## src/rtl/flux_mfm_pkg.sv

```systemverilog
// ----------------------------------------------------------------------------
// flux_mfm_pkg
// Shared types and constants for the MFM flux decoder and sync hunter.
// ----------------------------------------------------------------------------
package flux_mfm_pkg;

  // Field widths
  localparam int unsigned IntervalW = 16;
  localparam int unsigned ThrW      = 16;
  localparam int unsigned PatW      = 32;
  localparam int unsigned IdxW      = 20;
  localparam int unsigned CfgDataW  = 32;
  localparam int unsigned CfgIdxW   = 2;

  // Largest reported sample index
  localparam logic [IdxW-1:0] IdxMax = '1;

  // Register reset values
  localparam logic [ThrW-1:0] LongThrRst = 16'd720;
  localparam logic [ThrW-1:0] MidThrRst  = 16'd540;
  localparam logic [PatW-1:0] SyncPatRst = 32'h4489_4489;
  localparam logic [PatW-1:0] AltPatRst  = 32'h8944_8944;

  // Register indexes
  typedef enum logic [CfgIdxW-1:0] {
    CFG_LONG_THR = 2'd0,
    CFG_MID_THR  = 2'd1,
    CFG_SYNC_PAT = 2'd2,
    CFG_ALT_PAT  = 2'd3
  } cfg_idx_e;

  // Configuration write, as seen by the front and back ends
  typedef struct packed {
    logic                en;
    cfg_idx_e            idx;
    logic [CfgDataW-1:0] data;
  } cfg_wr_t;

  // Classified item passed from front to back
  typedef struct packed {
    logic restart;
    logic over_long;
    logic over_mid;
  } item_t;

endpackage

```

## src/rtl/flux_mfm_front.sv

```systemverilog
// ----------------------------------------------------------------------------
// flux_mfm_front
// Accepts flux intervals and classifies them against the two thresholds.
// ----------------------------------------------------------------------------
module flux_mfm_front (
  input  logic                                  clk_i,
  input  logic                                  rst_ni,
  input  flux_mfm_pkg::cfg_wr_t                 cfg_i,
  input  logic                                  in_valid_i,
  output logic                                  in_stall_o,
  input  logic [flux_mfm_pkg::IntervalW-1:0]    flux_interval_i,
  input  logic                                  restart_i,
  input  logic                                  q_full_i,
  output logic                                  q_push_o,
  output flux_mfm_pkg::item_t                   q_item_o
);

  logic [flux_mfm_pkg::ThrW-1:0] long_thr_q;
  logic [flux_mfm_pkg::ThrW-1:0] mid_thr_q;

  // Threshold registers
  always_ff @(posedge clk_i or negedge rst_ni) begin
    if (!rst_ni) begin
      long_thr_q <= flux_mfm_pkg::LongThrRst;
      mid_thr_q  <= flux_mfm_pkg::MidThrRst;
    end else if (cfg_i.en) begin
      case (cfg_i.idx)
        flux_mfm_pkg::CFG_LONG_THR: long_thr_q <= cfg_i.data[flux_mfm_pkg::ThrW-1:0];
        flux_mfm_pkg::CFG_MID_THR:  mid_thr_q  <= cfg_i.data[flux_mfm_pkg::ThrW-1:0];
        default: ;
      endcase
    end
  end

  // Accept while the queue has room
  assign in_stall_o = q_full_i;
  assign q_push_o   = in_valid_i && !q_full_i;

  // Classify: each threshold adds one leading zero cell
  always_comb begin
    q_item_o.restart   = restart_i;
    q_item_o.over_long = flux_interval_i > long_thr_q;
    q_item_o.over_mid  = flux_interval_i > mid_thr_q;
  end

endmodule

```

## src/rtl/flux_mfm_queue.sv

```systemverilog
// ----------------------------------------------------------------------------
// flux_mfm_queue
// Two-entry item queue between the front and back ends.
// ----------------------------------------------------------------------------
module flux_mfm_queue (
  input  logic                clk_i,
  input  logic                rst_ni,
  input  logic                push_i,
  input  flux_mfm_pkg::item_t item_i,
  output logic                full_o,
  input  logic                pop_i,
  output logic                valid_o,
  output flux_mfm_pkg::item_t item_o
);

  localparam int unsigned Depth = 2;

  flux_mfm_pkg::item_t mem_q [Depth];
  logic                wr_ptr_q, wr_ptr_d;
  logic                rd_ptr_q, rd_ptr_d;
  logic [1:0]          cnt_q, cnt_d;
  logic                do_push, do_pop;

  assign full_o  = cnt_q == 2'(Depth);
  assign valid_o = cnt_q != 2'd0;
  assign item_o  = mem_q[rd_ptr_q];

  assign do_push = push_i && !full_o;
  assign do_pop  = pop_i && valid_o;

  // Pointer and fill count
  always_comb begin
    wr_ptr_d = do_push ? ~wr_ptr_q : wr_ptr_q;
    rd_ptr_d = do_pop ? ~rd_ptr_q : rd_ptr_q;
    cnt_d    = cnt_q;
    if (do_push && !do_pop) begin
      cnt_d = cnt_q + 2'd1;
    end else if (!do_push && do_pop) begin
      cnt_d = cnt_q - 2'd1;
    end
  end

  always_ff @(posedge clk_i or negedge rst_ni) begin
    if (!rst_ni) begin
      wr_ptr_q <= 1'b0;
      rd_ptr_q <= 1'b0;
      cnt_q    <= 2'd0;
    end else begin
      wr_ptr_q <= wr_ptr_d;
      rd_ptr_q <= rd_ptr_d;
      cnt_q    <= cnt_d;
    end
  end

  // Storage
  always_ff @(posedge clk_i) begin
    if (do_push) begin
      mem_q[wr_ptr_q] <= item_i;
    end
  end

endmodule

```

## src/rtl/flux_mfm_back.sv

```systemverilog
// ----------------------------------------------------------------------------
// flux_mfm_back
// Shifts MFM cells into the window, hunts for sync and drives the results.
// ----------------------------------------------------------------------------
module flux_mfm_back #(
  parameter int unsigned COUNT_BITS = 20
) (
  input  logic                                clk_i,
  input  logic                                rst_ni,
  input  flux_mfm_pkg::cfg_wr_t               cfg_i,
  input  logic                                q_valid_i,
  input  flux_mfm_pkg::item_t                 q_item_i,
  output logic                                q_pop_o,
  output logic                                out_valid_o,
  input  logic                                out_stall_i,
  output logic                                sync_found_o,
  output logic                                pattern_matched_o,
  output logic [flux_mfm_pkg::IdxW-1:0]       sample_index_o,
  output logic [flux_mfm_pkg::PatW-1:0]       cell_window_o,
  output logic                                locked_o
);

  localparam logic [COUNT_BITS-1:0] CntMax = '1;

  logic [flux_mfm_pkg::PatW-1:0] sync_pat_q;
  logic [flux_mfm_pkg::PatW-1:0] alt_pat_q;

  logic [flux_mfm_pkg::PatW-1:0] win_q, win_d;
  logic [COUNT_BITS-1:0]         cnt_q, cnt_d;
  logic                          lock_q, lock_d;

  logic                          hit, alt_hit;
  logic [flux_mfm_pkg::IdxW-1:0] idx_before;
  logic [COUNT_BITS-1:0]         cnt_start;
  logic [3:0]                    step_en;
  logic [3:0]                    step_bit;

  logic                          out_valid_q;
  logic                          found_q, alt_q, lock_out_q;
  logic [flux_mfm_pkg::IdxW-1:0] idx_q;
  logic [flux_mfm_pkg::PatW-1:0] win_out_q;

  // Pattern registers
  always_ff @(posedge clk_i or negedge rst_ni) begin
    if (!rst_ni) begin
      sync_pat_q <= flux_mfm_pkg::SyncPatRst;
      alt_pat_q  <= flux_mfm_pkg::AltPatRst;
    end else if (cfg_i.en) begin
      case (cfg_i.idx)
        flux_mfm_pkg::CFG_SYNC_PAT: sync_pat_q <= cfg_i.data[flux_mfm_pkg::PatW-1:0];
        flux_mfm_pkg::CFG_ALT_PAT:  alt_pat_q  <= cfg_i.data[flux_mfm_pkg::PatW-1:0];
        default: ;
      endcase
    end
  end

  // Take the next item whenever the output register is free or draining
  assign q_pop_o = q_valid_i && (!out_valid_q || !out_stall_i);

  // Cell steps: optional zero, optional zero, zero, one
  assign step_en  = {1'b1, 1'b1, q_item_i.over_mid, q_item_i.over_long};
  assign step_bit = 4'b1000;

  // Shift and compare after each cell, stop at the first match
  always_comb begin
    win_d     = q_item_i.restart ? '0 : win_q;
    cnt_start = q_item_i.restart ? '0 : cnt_q;
    lock_d    = q_item_i.restart ? 1'b0 : lock_q;
    cnt_d     = cnt_start;
    hit       = 1'b0;
    alt_hit   = 1'b0;

    if ((COUNT_BITS > flux_mfm_pkg::IdxW) &&
        (cnt_start > COUNT_BITS'(flux_mfm_pkg::IdxMax))) begin
      idx_before = flux_mfm_pkg::IdxMax;
    end else begin
      idx_before = flux_mfm_pkg::IdxW'(cnt_start);
    end

    if (!lock_d) begin
      for (int k = 0; k < 4; k++) begin
        if (step_en[k] && !hit) begin
          win_d = {win_d[flux_mfm_pkg::PatW-2:0], step_bit[k]};
          if (win_d == sync_pat_q) begin
            hit = 1'b1;
          end else if (win_d == alt_pat_q) begin
            hit     = 1'b1;
            alt_hit = 1'b1;
          end
        end
      end
      if (hit) begin
        lock_d = 1'b1;
      end else if (cnt_start != CntMax) begin
        cnt_d = cnt_start + COUNT_BITS'(1);
      end
    end
  end

  // Hunter state
  always_ff @(posedge clk_i or negedge rst_ni) begin
    if (!rst_ni) begin
      win_q  <= '0;
      cnt_q  <= '0;
      lock_q <= 1'b0;
    end else if (q_pop_o) begin
      win_q  <= win_d;
      cnt_q  <= cnt_d;
      lock_q <= lock_d;
    end
  end

  // Output register
  always_ff @(posedge clk_i or negedge rst_ni) begin
    if (!rst_ni) begin
      out_valid_q <= 1'b0;
    end else if (q_pop_o) begin
      out_valid_q <= 1'b1;
    end else if (!out_stall_i) begin
      out_valid_q <= 1'b0;
    end
  end

  always_ff @(posedge clk_i) begin
    if (q_pop_o) begin
      found_q    <= hit;
      alt_q      <= alt_hit;
      idx_q      <= idx_before;
      win_out_q  <= win_d;
      lock_out_q <= lock_d;
    end
  end

  assign out_valid_o       = out_valid_q;
  assign sync_found_o      = found_q;
  assign pattern_matched_o = alt_q;
  assign sample_index_o    = idx_q;
  assign cell_window_o     = win_out_q;
  assign locked_o          = lock_out_q;

endmodule

```

## src/rtl/flux_interval_mfm_sync_hunter_core.sv

```systemverilog
// ----------------------------------------------------------------------------
// flux_interval_mfm_sync_hunter_core
// MFM flux-interval decoder with 32-bit sync hunter and lock.
// ----------------------------------------------------------------------------
// Path: an accepted item is first written into the queue, and its result is then
// captured in the output register.
// Throughput: one item per cycle while out_stall_i is low; the back end's four-cell
// shift-and-compare chain is combinational and handles a whole item.
// Reset: window, sample counter and lock clear; thresholds and sync patterns
// return to 720, 540, 0x44894489 and 0x89448944; queue and output empty.
module flux_interval_mfm_sync_hunter_core #(
  parameter int unsigned COUNT_BITS = 20
) (
  input  logic                                clk_i,
  input  logic                                rst_ni,
  // Configuration
  input  logic                                cfg_we_i,
  input  logic [flux_mfm_pkg::CfgIdxW-1:0]    cfg_idx_i,
  input  logic [flux_mfm_pkg::CfgDataW-1:0]   cfg_data_i,
  // Input items
  input  logic                                in_valid_i,
  output logic                                in_stall_o,
  input  logic [flux_mfm_pkg::IntervalW-1:0]  flux_interval_i,
  input  logic                                restart_i,
  // Result items
  output logic                                out_valid_o,
  input  logic                                out_stall_i,
  output logic                                sync_found_o,
  output logic                                pattern_matched_o,
  output logic [flux_mfm_pkg::IdxW-1:0]       sample_index_o,
  output logic [flux_mfm_pkg::PatW-1:0]       cell_window_o,
  output logic                                locked_o
);

  flux_mfm_pkg::cfg_wr_t cfg;
  flux_mfm_pkg::item_t   push_item, head_item;
  logic                  q_full, q_push, q_valid, q_pop;

  // Bundle the configuration write
  always_comb begin
    cfg.en   = cfg_we_i;
    cfg.idx  = flux_mfm_pkg::cfg_idx_e'(cfg_idx_i);
    cfg.data = cfg_data_i;
  end

  flux_mfm_front u_front (
    .clk_i           (clk_i),
    .rst_ni          (rst_ni),
    .cfg_i           (cfg),
    .in_valid_i      (in_valid_i),
    .in_stall_o      (in_stall_o),
    .flux_interval_i (flux_interval_i),
    .restart_i       (restart_i),
    .q_full_i        (q_full),
    .q_push_o        (q_push),
    .q_item_o        (push_item)
  );

  flux_mfm_queue u_queue (
    .clk_i   (clk_i),
    .rst_ni  (rst_ni),
    .push_i  (q_push),
    .item_i  (push_item),
    .full_o  (q_full),
    .pop_i   (q_pop),
    .valid_o (q_valid),
    .item_o  (head_item)
  );

  flux_mfm_back #(
    .COUNT_BITS (COUNT_BITS)
  ) u_back (
    .clk_i             (clk_i),
    .rst_ni            (rst_ni),
    .cfg_i             (cfg),
    .q_valid_i         (q_valid),
    .q_item_i          (head_item),
    .q_pop_o           (q_pop),
    .out_valid_o       (out_valid_o),
    .out_stall_i       (out_stall_i),
    .sync_found_o      (sync_found_o),
    .pattern_matched_o (pattern_matched_o),
    .sample_index_o    (sample_index_o),
    .cell_window_o     (cell_window_o),
    .locked_o          (locked_o)
  );

endmodule
```

## config.mk

```make
export PLATFORM = sky130hd
export DESIGN_NAME = flux_interval_mfm_sync_hunter_core
export DESIGN_NICKNAME = d
export VERILOG_FILES = /design/src/rtl/flux_mfm_pkg.sv /design/src/rtl/flux_mfm_front.sv /design/src/rtl/flux_mfm_queue.sv /design/src/rtl/flux_mfm_back.sv /design/src/rtl/flux_interval_mfm_sync_hunter_core.sv
export SDC_FILE = /design/constraint.sdc
export NUM_CORES = 1
export LEC_CHECK = 0
export BUFFER_PORTS_ARGS = -buffer_cell sky130_fd_sc_hd__buf_2
export CAP_MARGIN = 20
export CORE_MARGIN = 2
export CORE_UTILIZATION = 50
export DETAILED_ROUTE_END_ITERATION = 8
export GPL_TIMING_DRIVEN = 0
export PLACE_DENSITY = 0.7
export SYNTH_ARGS = -nofsm -noshare
export SYNTH_HDL_FRONTEND = slang
export SYNTH_SLANG_ARGS = --single-unit
```

## constraint.sdc

```tcl
create_clock -name clk_i -period 4.15 [get_ports clk_i]
set_input_delay 1.0375 -clock clk_i [delete_from_list [all_inputs] [get_ports clk_i]]
set_output_delay 1.0375 -clock clk_i [all_outputs]
set_load 0.05 [all_outputs]
```

==> flow_metrics.env <==
export IMPL_hold_violations=0
export IMPL_async_flop_share_pct=71.6
export IMPL_htree_levels=1
export IMPL_drt_antenna_violating_nets=0
export IMPL_p_comb_share_pct=63.9
export IMPL_worstPathBufferInverterCount=5
export IMPL_setup_viol=88
export IMPL_drv_cap=0
export IMPL_wire_per_inst_um=33.9
export IMPL_worst_hold_path_type="in2async"
export IMPL_die_h_um=188
export IMPL_cp_slowest_cell="nor4_1"
export IMPL_crit_path_frequent_cell="buf_4"
export IMPL_setup_ws_ns=-1.04
export IMPL_area_growth_pct=27.6
export IMPL_peakVddDrop_mv=0.594
export IMPL_slew_headroom_pct=20.7
export IMPL_worst_pin_slew_ns=1.19
export IMPL_grt_overflow=0
export IMPL_start_util_pct=50.7
export IMPL_rsz0062_at_grt="yes"
export IMPL_placementRows=67
export IMPL_cp_arrival_ns=5.48
export IMPL_internal_power_mw=7.48
export IMPL_cts_hold_buffers=0
export IMPL_clkPwrFrac_pct=13.1
export IMPL_portBuffers=112
export IMPL_netlist_area_leader_share_pct=18.6
export IMPL_min_period_over_period_pct=125
export IMPL_core_area_sq_mm=0.0334
export IMPL_netlist_top_cells_count="nand2_1 (187), o21ai_0 (135), dfrtp_1 (126), nor2_1 (122), clkbuf_1 (120)"
export IMPL_clk_latency_ns=0.58
export IMPL_synth_edf_count=61
export IMPL_critPathMaxFanout=10
export IMPL_synth_ff_type="dfrtp_1"
export IMPL_drt_wl_total_mm=89.3
export IMPL_syn_area_sq_mm=0.0169
export IMPL_r2r_slack_ns=-1.04
export IMPL_place_gp_congestion=1.11
export IMPL_synth_top_family_by_area="compound AO/OA/AOI/OAI gates"
export IMPL_synth_top_area_cell="dfrtp_1"
export IMPL_yosys_top_cells_area="dfrtp_1 (19%), edfxtp_1 (11%), mux2_2 (6.2%), xnor2_1 (5.5%), dfstp_2 (4.3%)"
export IMPL_outcome="finished, violations left"
export IMPL_path_class="reg2reg"
export IMPL_die_w_um=188
export IMPL_fmax_mhz=193
export IMPL_grt_pass1_wl_mm=126
export IMPL_antenna_found_initial=2
export IMPL_p_seq_share_pct=23.0
export IMPL_numCtsBuffers=23
export IMPL_syn_nets=2027
export IMPL_power_mw=15.8
export IMPL_ys_seq_elements=215
export IMPL_syn_inst=1937
export IMPL_power_leakage_nw=8.49
export IMPL_p_per_area_mw_per_mm2=731
export IMPL_first_iter_violations=2649
export IMPL_ys_types=94
export IMPL_synth_area_per_cell_sq_um=8.75
export IMPL_clk_pin_slew_ns=0.07
export IMPL_p_sw_mw=8.32
export IMPL_synth_compound_area_share_pct=19.7
export IMPL_max_stage_delay_ns=0.64
export IMPL_grt_max_degree=86
export IMPL_cp_required_ns=4.44
export IMPL_dp_cells=2500
export IMPL_timing_final_crit_period_ns=5.19
export IMPL_ios=113
export IMPL_critPathTopFamily="compound AO/OA/AOI/OAI gates"
export IMPL_finalCoreUtilization_pct=64.6
export IMPL_skew_ns=0.0258
export IMPL_synthAdderAreaFrac_pct=2.51
export IMPL_synth_xor_area_share_pct=8.06
export IMPL_grt_total_usage_pct=49.1
export IMPL_start_kind="flip-flop"
export IMPL_muxShareOfSynthArea_pct=10.2
export IMPL_dp_hpwl_mm=64.3
export IMPL_fin_cells=2637
export IMPL_drive_gt1_share_pct=32.9
export IMPL_vias=18700
export IMPL_clock_path_buffers=3
export IMPL_fin_hold_ws_ns=0.454
export IMPL_p_sw_share_pct=52.6
export IMPL_via_per_inst=7.09
export IMPL_fill_cells=2767
export IMPL_synth_simple_area_share_pct=19.1
export IMPL_path_cells="buf_8, mux2i_4, buf_12, buf_4, mux2i_4, buf_4, nor4bb_1, a31oi_1, o32a_1, nor4_1, nand4_1, a21oi_1, o21ai_0, a31oi_1, o211a_1, a31oi_4, buf_4, a221oi_4, nor2_2"
export IMPL_nets=2260
export IMPL_cts_sinks=215
export IMPL_slew_viol_final=0
export IMPL_drc_errors=0
export IMPL_ys_warn_count=0
export IMPL_tritoncts="built"
export IMPL_dieArea_sq_mm=0.0354
export IMPL_yosys_cell_count_top_type="nand2_1"
export IMPL_grt_pass1_vias=18100
export IMPL_endpoint_kind="flip-flop"
export IMPL_dr_pass1_iters=6
export IMPL_ys_seq_area_share_pct=33.8
export IMPL_violations="negative setup slack"
export IMPL_root_buffer="clkbuf_16"
## per-layer routing
| layer | vias up | GRT usage [%] | part of all wire [%] |
|---|---|---|---|
| met5 | - | 0 | 0.015 |
| met4 | 2 | 33.8 | 8.4 |
| met3 | 485 | 16.9 | 15 |
| met2 | 1683 | 72.3 | 42 |
| met1 | 8987 | 60.3 | 35 |
| li1 | 7547 | - | - |
## layout by cell type (no fill, tap or decap), types with 48 or more instances in the layout
master and count:
nand2_1 176, buf_2 129, dfrtp_1 124, nor2_1 106, xnor2_1 103, buf_4 99, mux2_2 90, o21ai_0 83
clkbuf_1 78, inv_1 66, edfxtp_1 61, a21oi_1 60, xor2_1 48
## cells by family (layout without fill, tap and decap cells)
logic type | Yosys count | in the layout
XOR/XNOR | 156 | 156
AND/OR/NAND/NOR | 614 | 615
other | 0 | 2
buffers and inverters | 260 | 509
adder cells (fa/ha/maj) | 34 | 34
AO/OA/AOI/OAI | 498 | 498
multiplexers | 160 | 160
flip-flops | 215 | 215
## state kept, by name (all words and copies together) (netlist names)
signal / cells
u_queue.cnt_q: 2
u_front.mid_thr_q: 16
u_back.out_valid_o: 1
u_back.sample_index_o: 20
u_queue.wr_ptr_q: 1
u_back.alt_pat_q: 32
u_back.cnt_q: 20
u_back.win_q: 32
u_queue.mem_q: 6
u_back.pattern_matched_o: 1
u_queue.rd_ptr_q: 1
u_back.sync_found_o: 1
u_back.cell_window_o: 32
u_back.locked_o: 1
u_back.lock_q: 1
u_back.sync_pat_q: 32
u_front.long_thr_q: 16
## worst register-to-register path, delay by kind of cell (launching register included)
family,cells,cell delay (ns)
compound gates,8,1.66
simple gates,4,1.31
buf+inv,5,0.91
mux,2,0.60
flops,1,0.43
## metrics by stage
step / area [sq um] / TNS, ns / worst slack, ns
2_1_floorplan: 17100 / -1.45 / -0.0655
3_3_place_gp: 18300 / -212.46 / -2.53
3_5_place_dp: 18300 / -153.27 / -2.40
4_1_cts: 20900 / -53.64 / -0.798
5_1_grt: 21600 / -80.06 / -1.09
6_report: 21600 / -78.51 / -1.04
## final timing paths
check,start,end,cells past startpoint
max in group asynchronous,rst_ni,u_back.lock_q,2
worst min-delay path,rst_ni,u_front.mid_thr_q[11],1
worst max register to register,u_queue.rd_ptr_q,u_back.pattern_matched_o,19
min in group clk_i,u_queue.wr_ptr_q,u_queue.wr_ptr_q,1
worst max-delay path,u_queue.rd_ptr_q,u_back.pattern_matched_o,19
worst min register to register,u_queue.wr_ptr_q,u_queue.wr_ptr_q,1
## power by group through the flow
stage	logic (mW)	clock network (mW)	registers (mW)
global route	10.3	2.14	3.63
global placement	8.12	0	3.33
floorplan	4.63	0	4.04
finish	10.1	2.06	3.64
detailed placement	8.18	0	3.34
CTS	9.25	2.03	3.43
## layout make-up
cell class	instances	area (sq um)	share of cell area, %
inverter	69	263	1.22
timing repair buffer	231	1700	7.87
tap	448	561	2.59
sequential	215	5730	26.5
clock inverter	11	98.8	0.457
multi-input combinational	1463	11600	53.5
buffer	167	1080	4.99
clock buffer	31	627	2.90
antenna	2	5.00	0.0232
## what timing repair did
| item | in CTS | in global routing |
|---|---|---|
| pin swaps | 84 | 55 |
| setup endpoints to repair | 88 | 88 |
| gates cloned | 6 | 2 |
| setup buffers | 76 | 37 |
| resized for setup | 323 | 135 |
Note: power is estimated with default switching activity, not from simulation.
